File: src/rtl/core/utf8d_pkg.sv
// shared types and constants for the utf-8 stream decoder
package utf8d_pkg;

  localparam int unsigned BYTE_W  = 8;
  localparam int unsigned CP_W    = 31;
  localparam int unsigned CNT_W   = 3;
  localparam int unsigned STAT_W  = 2;
  localparam int unsigned PAY_W   = 6;
  localparam int unsigned OUT_TDATA_W = 40;

  // result status codes
  typedef enum logic [STAT_W-1:0] {
    ST_OK        = 2'd0,
    ST_INVALID   = 2'd1,
    ST_TRUNCATED = 2'd2
  } status_t;

  // one captured input transaction
  typedef struct packed {
    logic [BYTE_W-1:0] data_byte;
    logic              end_of_buffer;
  } in_item_t;

  // sequence state carried from byte to byte
  typedef struct packed {
    logic [CP_W-1:0]  partial_value;
    logic [CNT_W-1:0] bytes_remaining;
    logic [CNT_W-1:0] sequence_length;
  } seq_state_t;

  // result of one decode step
  typedef struct packed {
    logic             valid;
    logic [CP_W-1:0]  code_point;
    status_t          status;
    logic [CNT_W-1:0] byte_count;
  } result_t;

endpackage

File: src/rtl/core/utf8d_in_stage.sv
// input register stage holding one accepted byte transaction
module utf8d_in_stage (
  input  logic              clk,
  input  logic              rst_n,
  input  logic              in_valid,
  output logic              in_ready,
  input  utf8d_pkg::in_item_t in_item,
  input  logic              advance,
  output logic              item_valid,
  output utf8d_pkg::in_item_t item
);
  import utf8d_pkg::*;

  logic     valid_r;
  logic     valid_nxt;
  in_item_t item_r;

  // stage is free when empty or when its content moves on this cycle
  assign in_ready = !valid_r || advance;

  always_comb begin
    valid_nxt = valid_r;
    if (in_ready) begin
      valid_nxt = in_valid;
    end
  end

  // control register
  always_ff @(posedge clk) begin
    if (!rst_n) begin
      valid_r <= 1'b0;
    end else begin
      valid_r <= valid_nxt;
    end
  end

  // payload register, no reset
  always_ff @(posedge clk) begin
    if (in_ready && in_valid) begin
      item_r <= in_item;
    end
  end

  assign item_valid = valid_r;
  assign item       = item_r;

endmodule

File: src/rtl/core/utf8d_step.sv
// single-pass decode of one byte against the current sequence state
module utf8d_step (
  input  utf8d_pkg::in_item_t   item,
  input  utf8d_pkg::seq_state_t state,
  output utf8d_pkg::seq_state_t state_nxt,
  output utf8d_pkg::result_t    result
);
  import utf8d_pkg::*;

  logic [BYTE_W-1:0] b;
  logic              eob;
  logic              lead_ok;
  logic [CNT_W-1:0]  lead_len;
  logic [CP_W-1:0]   lead_pay;
  logic [CP_W-1:0]   shifted;
  logic [CNT_W-1:0]  rem_dec;

  assign b   = item.data_byte;
  assign eob = item.end_of_buffer;

  // lead byte length and payload bits
  always_comb begin
    lead_ok  = 1'b1;
    lead_len = 3'd1;
    lead_pay = '0;
    if (b[7] == 1'b0) begin
      lead_len = 3'd1;
      lead_pay = CP_W'(b[6:0]);
    end else if (b[7:5] == 3'b110) begin
      lead_len = 3'd2;
      lead_pay = CP_W'(b[4:0]);
    end else if (b[7:4] == 4'b1110) begin
      lead_len = 3'd3;
      lead_pay = CP_W'(b[3:0]);
    end else if (b[7:3] == 5'b11110) begin
      lead_len = 3'd4;
      lead_pay = CP_W'(b[2:0]);
    end else if (b[7:2] == 6'b111110) begin
      lead_len = 3'd5;
      lead_pay = CP_W'(b[1:0]);
    end else if (b[7:1] == 7'b1111110) begin
      lead_len = 3'd6;
      lead_pay = CP_W'(b[0]);
    end else begin
      lead_ok = 1'b0;
    end
  end

  // following byte: shift in six payload bits, marker bits ignored
  assign shifted = {state.partial_value[CP_W-PAY_W-1:0], b[PAY_W-1:0]};
  assign rem_dec = state.bytes_remaining - 3'd1;

  // next state and result
  always_comb begin
    state_nxt         = state;
    result.valid      = 1'b0;
    result.code_point = '0;
    result.status     = ST_OK;
    result.byte_count = 3'd1;
    if (state.bytes_remaining == '0) begin
      if (!lead_ok) begin
        result.valid  = 1'b1;
        result.status = ST_INVALID;
      end else if (lead_len == 3'd1) begin
        result.valid      = 1'b1;
        result.code_point = lead_pay;
      end else if (eob) begin
        result.valid  = 1'b1;
        result.status = ST_TRUNCATED;
        state_nxt     = '0;
      end else begin
        state_nxt.partial_value   = lead_pay;
        state_nxt.sequence_length = lead_len;
        state_nxt.bytes_remaining = lead_len - 3'd1;
      end
    end else if (rem_dec == '0) begin
      result.valid      = 1'b1;
      result.code_point = shifted;
      result.byte_count = state.sequence_length;
      state_nxt         = '0;
    end else if (eob) begin
      result.valid      = 1'b1;
      result.status     = ST_TRUNCATED;
      result.byte_count = state.sequence_length - rem_dec;
      state_nxt         = '0;
    end else begin
      state_nxt.partial_value   = shifted;
      state_nxt.bytes_remaining = rem_dec;
    end
  end

endmodule

File: src/rtl/core/utf8_stream_decoder_core.sv
// Byte-serial decoder for the legacy six-byte UTF-8 form, giving 31-bit code
// points. One byte is accepted every clock cycle while the result side keeps
// up; a byte is registered at the input, decoded against the sequence state
// in a single pass and its result, if any, is registered at the output.
// Lead bytes that open a multi-byte sequence and the following bytes before
// the last produce no result. Continuation markers are not checked; invalid
// lead bytes give status 1 and are dropped; an end-of-buffer mark inside a
// sequence gives status 2 and returns the decoder to idle.
module utf8_stream_decoder_core (
  input  logic        clk,
  input  logic        rst_n,
  input  logic        in_tvalid,
  output logic        in_tready,
  input  logic [7:0]  in_tdata,   // [7:0] data_byte
  input  logic        in_tlast,   // end_of_buffer
  output logic        out_tvalid,
  input  logic        out_tready,
  output logic [utf8d_pkg::OUT_TDATA_W-1:0] out_tdata, // [30:0] code_point, [33:31] byte_count
  output logic [utf8d_pkg::STAT_W-1:0]      out_tuser  // [1:0] status
);
  import utf8d_pkg::*;

  in_item_t   in_item;
  in_item_t   item;
  logic       item_valid;
  logic       out_free;
  logic       advance;
  seq_state_t state_r;
  seq_state_t state_nxt;
  seq_state_t step_state;
  result_t    step_res;
  logic       out_valid_r;
  logic       out_valid_nxt;
  logic [CP_W-1:0]  out_cp_r;
  status_t          out_status_r;
  logic [CNT_W-1:0] out_count_r;

  assign in_item.data_byte     = in_tdata;
  assign in_item.end_of_buffer = in_tlast;

  // output register can take a new result this cycle
  assign out_free = !out_valid_r || out_tready;
  assign advance  = item_valid && out_free;

  utf8d_in_stage u_in_stage (
    .clk        (clk),
    .rst_n      (rst_n),
    .in_valid   (in_tvalid),
    .in_ready   (in_tready),
    .in_item    (in_item),
    .advance    (advance),
    .item_valid (item_valid),
    .item       (item)
  );

  utf8d_step u_step (
    .item      (item),
    .state     (state_r),
    .state_nxt (step_state),
    .result    (step_res)
  );

  // sequence state moves only when the held byte is consumed
  assign state_nxt = advance ? step_state : state_r;

  always_comb begin
    out_valid_nxt = out_valid_r;
    if (out_free) begin
      out_valid_nxt = advance && step_res.valid;
    end
  end

  // control registers
  always_ff @(posedge clk) begin
    if (!rst_n) begin
      state_r     <= '0;
      out_valid_r <= 1'b0;
    end else begin
      state_r     <= state_nxt;
      out_valid_r <= out_valid_nxt;
    end
  end

  // result payload register
  always_ff @(posedge clk) begin
    if (advance && step_res.valid) begin
      out_cp_r     <= step_res.code_point;
      out_status_r <= step_res.status;
      out_count_r  <= step_res.byte_count;
    end
  end

  assign out_tvalid = out_valid_r;
  assign out_tdata  = {{(OUT_TDATA_W - CP_W - CNT_W){1'b0}}, out_count_r, out_cp_r};
  assign out_tuser  = out_status_r;

endmodule
File: config.mk
export PLATFORM = sky130hd
export DESIGN_NAME = utf8_stream_decoder_core
export DESIGN_NICKNAME = d
export VERILOG_FILES = /design/src/rtl/core/utf8d_pkg.sv /design/src/rtl/core/utf8d_in_stage.sv /design/src/rtl/core/utf8d_step.sv /design/src/rtl/core/utf8_stream_decoder_core.sv
export SDC_FILE = /design/constraint.sdc
export NUM_CORES = 1
export LEC_CHECK = 0
export ABC_CLOCK_PERIOD_IN_PS = 7500
export BUFFER_PORTS_ARGS = -buffer_cell sky130_fd_sc_hd__buf_2
export CAP_MARGIN = 40
export CORE_AREA = 2 2 81 83
export CTS_CLUSTER_SIZE = 16
export DETAILED_ROUTE_END_ITERATION = 8
export DIE_AREA = 0 0 83 85
export GPL_TIMING_DRIVEN = 0
export PLACE_DENSITY = 0.81
export SLEW_MARGIN = 10
export SYNTH_ARGS = -nofsm -noshare
export SYNTH_HDL_FRONTEND = slang
export SYNTH_SLANG_ARGS = --single-unit
File: constraint.sdc
create_clock -name clk -period 7.5 [get_ports clk]
set_input_delay 1.5 -clock clk [delete_from_list [all_inputs] [get_ports clk]]
set_output_delay 1.5 -clock clk [all_outputs]
set_load 0.01 [all_outputs]
# Word-level counts from Yosys, hierarchy flattened
# Index checks and enable logic that the tools add are counted.
# totals
regBits	78
out_inout_bits	44
word_cells	72
# op_classes
addsub	3
n_eq_ne	8
mux	39
n_reduce_logical	12
# ops
operator	count
$mux 31	13
$mux 34	1
$mux 28	1
$mux 3	8
$mux 1	11
$mux 2	4
$eq 7x7->1 const B	1
$eq 6x6->1 const B	1
$logic_not 3->1	2
$sub 3x1->3 const B	2
$eq 5x5->1 const B	1
$mux 5	1
$eq 4x4->1 const B	1
$reduce_and 4->1	1
$eq 3x1->1 const B	1
$eq 3x3->1 const B	1
$logic_and 1x1->1	3
$reduce_and 3->1	1
$reduce_bool 3->1	1
$sub 3x3->3	1
$logic_not 1->1	2
$logic_or 1x1->1	2
$ne 2x1->1 const B	1
$ne 2x2->1 const B	1

# Depth between registers and ports, before layout
# logic_depth
ltp_word	12
ltp_mapped	10
depth_no_buf	9

# By module
# From an unflattened synthesis, not the netlist that was laid out.
# hier_totals
hier_cells	404
area_unflattened_um2	4252.8
# by_module_without_submodules
mod	n_inst	cells_each	area_each_um2	seq_area_each_um2
utf8_stream_decoder_core	1	209	2653.8	1841.8
utf8d_step	1	181	1271.2	0.0
utf8d_in_stage	1	14	327.8	290.3

# Worst setup path after synthesis
# No wires, ideal clock.
# synth_timing
path_kind	in2out
from	input out_tready
to	output in_tready
arrival_ns	1.729
path_slack_ns	4.271
cell_stages	2
path_buffers	0
cell_sequence	nor2b_1 -> nand2_1
# synth_via
elab_chain_cells	3
# synth_rtl
element	line_no	text
from (decl)	utf8_stream_decoder_core.sv:17	input logic out_tready,
$logic_or 1x1->1	utf8_stream_decoder_core.sv:42	assign out_free = !out_valid_r || out_tready;
$logic_and 1x1->1	utf8_stream_decoder_core.sv:43	assign advance = item_valid && out_free;
$logic_or 1x1->1	utf8d_in_stage.sv:19	assign in_ready = !valid_r || advance;
to (decl)	utf8_stream_decoder_core.sv:13	output logic in_tready,
# Every way passes these cells.

# Final worst setup path
# Ends and elaborated chain as after synthesis.

==> impl_results.html <==
<table>
<tr><th>Metric</th><th>Value</th></tr>
<tr><th colspan="2">Outcome</th></tr>
<tr><td>Run status</td><td>complete, no violations</td></tr>
<tr><th colspan="2">Placed design</th></tr>
<tr><td>Placed Cells incl. Taps</td><td>440</td></tr>
<tr><td>Number of input and output port buffers inserted</td><td>49</td></tr>
<tr><td>Placed cell area</td><td>3955 µm²</td></tr>
<tr><td>GPL Wtd Cong</td><td>0.9026</td></tr>
<tr><td>Worst slack, placed</td><td>4.037 ns</td></tr>
<tr><td>HPWL after detailed placement</td><td>4.704 mm</td></tr>
<tr><th colspan="2">Critical path</th></tr>
<tr><td>Critical register-to-register path endpoint</td><td>out_cp_r[6]$_DFFE_PP_</td></tr>
<tr><td>Biggest fanout along the worst timing path</td><td>2</td></tr>
<tr><td>CP startpoint kind</td><td>input port</td></tr>
<tr><td>Register-to-Register Path Depth</td><td>7</td></tr>
<tr><td>Most repeated library cell on the critical path</td><td>sky130_fd_sc_hd__buf_2</td></tr>
<tr><td>Cell with the biggest individual delay on the critical path</td><td>sky130_fd_sc_hd__nor2b_1</td></tr>
<tr><td>Critical Path Sink Type</td><td>output pin</td></tr>
<tr><td>Kind of critical path</td><td>in -&gt; out</td></tr>
<tr><td>CP required</td><td>6.00 ns</td></tr>
<tr><td>CP Data Arrival Time</td><td>1.97 ns</td></tr>
<tr><td>Worst stage delay on the critical path</td><td>0.14 ns</td></tr>
<tr><td>Startpoint of the worst register-to-register path</td><td>u_in_stage.item[2]$_DFFE_PP_</td></tr>
<tr><td>Category of cells accounting for the largest share of critical-path delay</td><td>buffers and inverters</td></tr>
<tr><td>Worst setup path startpoint</td><td>out_tready</td></tr>
<tr><td>Critical Path, Cell by Cell</td><td>buf_2 -&gt; nor2b_1 -&gt; nand2_1 -&gt; buf_2</td></tr>
<tr><td>Buffering stage count on the worst path with inverters included</td><td>2</td></tr>
<tr><td>Reg-to-reg slack, setup</td><td>4.60 ns</td></tr>
<tr><th colspan="2">Detailed routing</th></tr>
<tr><td>Post-DR vias/cell</td><td>5.496</td></tr>
<tr><td>First-pass DRT Iterations</td><td>4</td></tr>
<tr><td>DRT antenna net count</td><td>0</td></tr>
<tr><td>Number of vias after detailed routing</td><td>2506</td></tr>
<tr><td>Post-DR wirelength/cell</td><td>14.85 µm</td></tr>
<tr><td>Violation count after the first detailed-routing iteration</td><td>158</td></tr>
<tr><td>Final WL</td><td>6.771 mm</td></tr>
<tr><td>Residual DRC count</td><td>0</td></tr>
<tr><th colspan="2">Power</th></tr>
<tr><td>Net switching share of the total power</td><td>23.84%</td></tr>
<tr><td>Maximum vdd ir drop</td><td>193.8 µV</td></tr>
<tr><td>Cell-internal power</td><td>0.6990 mW</td></tr>
<tr><td>Switching power</td><td>0.2188 mW</td></tr>
<tr><td>Clock Power Share</td><td>38.8%</td></tr>
<tr><td>Total Power Consumption</td><td>0.9178 mW</td></tr>
<tr><td>Gate power share</td><td>9.2%</td></tr>
<tr><td>Power density over cell area</td><td>219.2 nW/µm²</td></tr>
<tr><td>Share of total power in sequential cells</td><td>52.0%</td></tr>
<tr><td>Reported leakage power</td><td>1.534 nW</td></tr>
<tr><th colspan="2">Synth</th></tr>
<tr><td>Combined area of all synthesized cells</td><td>3593 µm²</td></tr>
<tr><td>Synth warn</td><td>0</td></tr>
<tr><td>Dominant combinational cell family by area after synthesis</td><td>simple AND/OR/NAND/NOR gates</td></tr>
<tr><td>Post-synthesis sequential area ratio</td><td>55.99%</td></tr>
<tr><td>Synthesized area divided by synthesized cell count</td><td>11.63 µm²</td></tr>
<tr><td>Number of synthesized register bits</td><td>78</td></tr>
<tr><td>Share of flip-flops with an asynchronous set or reset</td><td>0%</td></tr>
<tr><td>Proportion of synthesized area in mux cells</td><td>0%</td></tr>
<tr><td>Area fraction in and, or, nand and nor cells after synthesis</td><td>19.29%</td></tr>
<tr><td>Synthesized-area fraction occupied by adder cells</td><td>2.646%</td></tr>
<tr><td>Number of standard cells after synthesis</td><td>309</td></tr>
<tr><td>Synthesized-area fraction occupied by ao, oa, aoi and oai cells</td><td>16.09%</td></tr>
<tr><td>Dominant register cell in the synthesized netlist</td><td>sky130_fd_sc_hd__edfxtp_1</td></tr>
<tr><td>Number of enable flip-flop cells after synthesis</td><td>45</td></tr>
<tr><td>Cell variety after synth</td><td>55</td></tr>
<tr><td>Xor/xnor cell area share of the yosys netlist</td><td>0.4875%</td></tr>
<tr><th colspan="2">Layout</th></tr>
<tr><td>Net count, final</td><td>394</td></tr>
<tr><td>Layout cells sized above 1</td><td>30.08%</td></tr>
<tr><td>Cell area after layout</td><td>4187 µm²</td></tr>
<tr><td>Count of antenna diodes in the layout</td><td>0</td></tr>
<tr><td>Count of non-filler cells in the finished layout</td><td>456</td></tr>
<tr><td>Area growth from synthesis to layout</td><td>16.50%</td></tr>
<tr><th colspan="2">Job</th></tr>
<tr><td>Max-cap viol count</td><td>0</td></tr>
<tr><th colspan="2">Floorplan</th></tr>
<tr><td>Die outline height</td><td>85 µm</td></tr>
<tr><td>Width of the chip</td><td>83 µm</td></tr>
<tr><td>Die Outline Area</td><td>7055 µm²</td></tr>
<tr><td>Initial Utilization</td><td>57.91%</td></tr>
<tr><td>Number of placement rows</td><td>29</td></tr>
<tr><td>Number of primary I/O pins</td><td>57</td></tr>
<tr><td>Core box area</td><td>6205 µm²</td></tr>
<tr><th colspan="2">Timing</th></tr>
<tr><td>F_max</td><td>0.2884 GHz</td></tr>
<tr><td>RSZ-0062 raised after global routing</td><td>false</td></tr>
<tr><td>Post-layout min period</td><td>3.468 ns</td></tr>
<tr><td>Setup TNS</td><td>0 ns</td></tr>
<tr><td>Post-Route Skew</td><td>0.007814 ns</td></tr>
<tr><td>Setup WS post-layout</td><td>4.032 ns</td></tr>
<tr><td>Max-slew violation total from the final report</td><td>0</td></tr>
<tr><td>Final setup fails</td><td>0</td></tr>
<tr><td>Max_slew headroom</td><td>46.65%</td></tr>
<tr><td>Final worst-path cycle share</td><td>46.23%</td></tr>
<tr><td>Final hold violation count</td><td>0</td></tr>
<tr><td>Worst-Margin Slew</td><td>0.8002 ns</td></tr>
<tr><th colspan="2">Worst hold path</th></tr>
<tr><td>Worst hold path type</td><td>reg -&gt; reg</td></tr>
<tr><td>Capture endpoint of the worst hold path</td><td>state_r[27]$_SDFFE_PN0P_</td></tr>
<tr><td>Startpoint of the tightest hold check path</td><td>state_r[27]$_SDFFE_PN0P_</td></tr>
<tr><td>Hold Crit Depth</td><td>2</td></tr>
<tr><th colspan="2">Global routing</th></tr>
<tr><td>Overall overflow remaining after global route</td><td>0</td></tr>
<tr><td>Wire length of the first global-routing pass</td><td>11.41 mm</td></tr>
<tr><td>Via count of the first global-routing pass</td><td>2340</td></tr>
<tr><td>Largest net degree at the start of global routing</td><td>37</td></tr>
<tr><td>Number of antenna violations at the first check in global routing</td><td>0</td></tr>
<tr><td>Combined global-route utilization of all metal layers</td><td>20.47%</td></tr>
<tr><th colspan="2">Clock network</th></tr>
<tr><td>Worst-path clk slew</td><td>0.08 ns</td></tr>
<tr><td>Maximum count of clock buffers along a single path</td><td>2</td></tr>
<tr><td>TritonCTS clock tree</td><td>done</td></tr>
<tr><td>Sink count of the clock tree</td><td>78</td></tr>
<tr><td>CTS root buf</td><td>sky130_fd_sc_hd__clkbuf_8</td></tr>
<tr><td>Number of buffers inserted by hold repair at cts</td><td>0</td></tr>
<tr><td>H-tree levels</td><td>3</td></tr>
<tr><td># Post-CTS Setup Buffers</td><td>0</td></tr>
<tr><td>Worst-Skew Late Latency</td><td>0.35 ns</td></tr>
<tr><td>Post-cts repair resize count</td><td>0</td></tr>
<tr><td>Total clock buffers created by CTS</td><td>9</td></tr>
</table>
-- logic make-up after synthesis --
kind of cell | count (synthesis)
AOI/OAI and AO/OA | 69
and+or+nand+nor | 120
buffers and inverters | 32
other | 1
xor gates and xnor gates | 2
adders and majority gates | 7
DFF | 78
-- final cells by class --
class | instances | area (µm²)
Fill cell | 484 | 2018
Sequential cell | 78 | 2012
Multi-Input combinational cell | 204 | 1408
Timing Repair Buffer | 49 | 245.2
Buffer | 25 | 167.7
Clock buffer | 10 | 137.6
Tap cell | 77 | 96.34
Clock inverter | 6 | 93.84
Inverter | 7 | 26.28
-- stage by stage --
step	hold WS, ns	utilization [%]
floorplan	0.4262	-
global placement	0.4390	63.72
detailed placement	0.4407	63.74
CTS	0.4523	67.47
global route	0.4773	67.47
finish	0.4499	67.47
-- worst reg2reg max path: stages, from the launching register on --
cell and delay [ns]:
sky130_fd_sc_hd__edfxtp_1 0.50, sky130_fd_sc_hd__nand2b_1 0.19, sky130_fd_sc_hd__a311oi_1 0.49, sky130_fd_sc_hd__inv_1 0.15, sky130_fd_sc_hd__ha_1 0.27, sky130_fd_sc_hd__a21oi_2 0.22, sky130_fd_sc_hd__o21ai_0 0.16, sky130_fd_sc_hd__and3b_2 0.52
-- cells in the mapped netlist, drive strengths merged (2+ instances only) --
cell type | instances | area (µm²)
inv | 7 | 26.28
ha | 6 | 75.07
and2 | 26 | 162.7
nor4 | 3 | 18.77
nand2b | 6 | 37.54
nor2b | 10 | 62.56
nor2 | 10 | 37.54
o21a | 2 | 15.01
a31o | 3 | 26.28
o21ai | 7 | 35.03
clkbuf | 12 | 48.80
a311oi | 2 | 35.04
a31oi | 3 | 18.77
edfxtp | 45 | 1351
a221oi | 2 | 17.52
nand3 | 22 | 180.2
a21oi | 8 | 43.79
a21boi | 22 | 217.7
buf | 13 | 118.9
nor3 | 3 | 15.01
nand2 | 35 | 133.9
o2111ai | 3 | 26.28
dfxtp | 33 | 660.6
a22oi | 2 | 15.01
o22ai | 2 | 12.51
o211ai | 4 | 30.03
-- worst max path at each step --
stage	cells past startpoint	slack, ns	endpoint
after floorplan	2	4.27	in_tready
after global placement	4	3.90	out_cp_r[29]$_SDFFCE_PP0P_
after detailed placement	4	4.04	in_tready
after CTS	4	4.03	in_tready
after global routing	4	3.99	in_tready
final	4	4.03	in_tready
-- placed cells by master (no fill, tap or decap), types with 2 or more instances in the layout --
master / n
sky130_fd_sc_hd__a221oi_1: 2
sky130_fd_sc_hd__nor4_1: 3
sky130_fd_sc_hd__o21ai_0: 4
sky130_fd_sc_hd__edfxtp_1: 45
sky130_fd_sc_hd__o211ai_1: 4
sky130_fd_sc_hd__nor3_1: 3
sky130_fd_sc_hd__clkbuf_1: 11
sky130_fd_sc_hd__conb_1: 6
sky130_fd_sc_hd__a21boi_1: 7
sky130_fd_sc_hd__a22oi_1: 2
sky130_fd_sc_hd__o21a_1: 2
sky130_fd_sc_hd__clkbuf_8: 10
sky130_fd_sc_hd__nor2b_1: 10
sky130_fd_sc_hd__inv_1: 7
sky130_fd_sc_hd__dfxtp_1: 33
sky130_fd_sc_hd__a31oi_1: 3
sky130_fd_sc_hd__bufinv_16: 2
sky130_fd_sc_hd__a31o_1: 3
sky130_fd_sc_hd__nand2b_1: 6
sky130_fd_sc_hd__o2111ai_1: 3
sky130_fd_sc_hd__clkinv_4: 2
sky130_fd_sc_hd__buf_2: 52
sky130_fd_sc_hd__buf_4: 7
sky130_fd_sc_hd__nand3_1: 8
sky130_fd_sc_hd__nor2_1: 10
sky130_fd_sc_hd__nand2_1: 34
sky130_fd_sc_hd__o21ai_1: 3
sky130_fd_sc_hd__and2_1: 26
sky130_fd_sc_hd__a21oi_1: 7
sky130_fd_sc_hd__buf_12: 2
sky130_fd_sc_hd__o22ai_1: 2
sky130_fd_sc_hd__nand3_2: 14
sky130_fd_sc_hd__ha_1: 6
sky130_fd_sc_hd__a21boi_2: 14
-- power groups by stage --
stage | combinational, mW | clock [mW] | sequential, mW
2_1_floorplan | 0.0536 | 0 | 0.491
3_3_place_gp | 0.0825 | 0 | 0.486
3_5_place_dp | 0.0841 | 0 | 0.487
4_1_cts | 0.0845 | 0.361 | 0.477
5_1_grt | 0.0933 | 0.377 | 0.479
6_report | 0.0844 | 0.356 | 0.477
-- routing by layer --
| layer | GRT usage, % | vias to the layer above | part of all wire (%) |
|---|---|---|---|
| met4 | 9.687 | 0 | 3.0 |
| met3 | 4.961 | 19 | 5.4 |
| met1 | 26.33 | 1173 | 42 |
| met2 | 32.92 | 92 | 49 |
| li1 | - | 1222 | - |
| met5 | 0 | - | 0 |
-- registers in the layout (all words and copies together) (netlist names) --
| name | cells |
|---|---|
| state_r | 31 |
| out_tvalid | 1 |
| out_count_r | 3 |
| u_in_stage.item_valid | 1 |
| out_cp_r | 31 |
| out_tuser | 2 |
| u_in_stage.item | 9 |
Power figures use the tool's default switching activity.
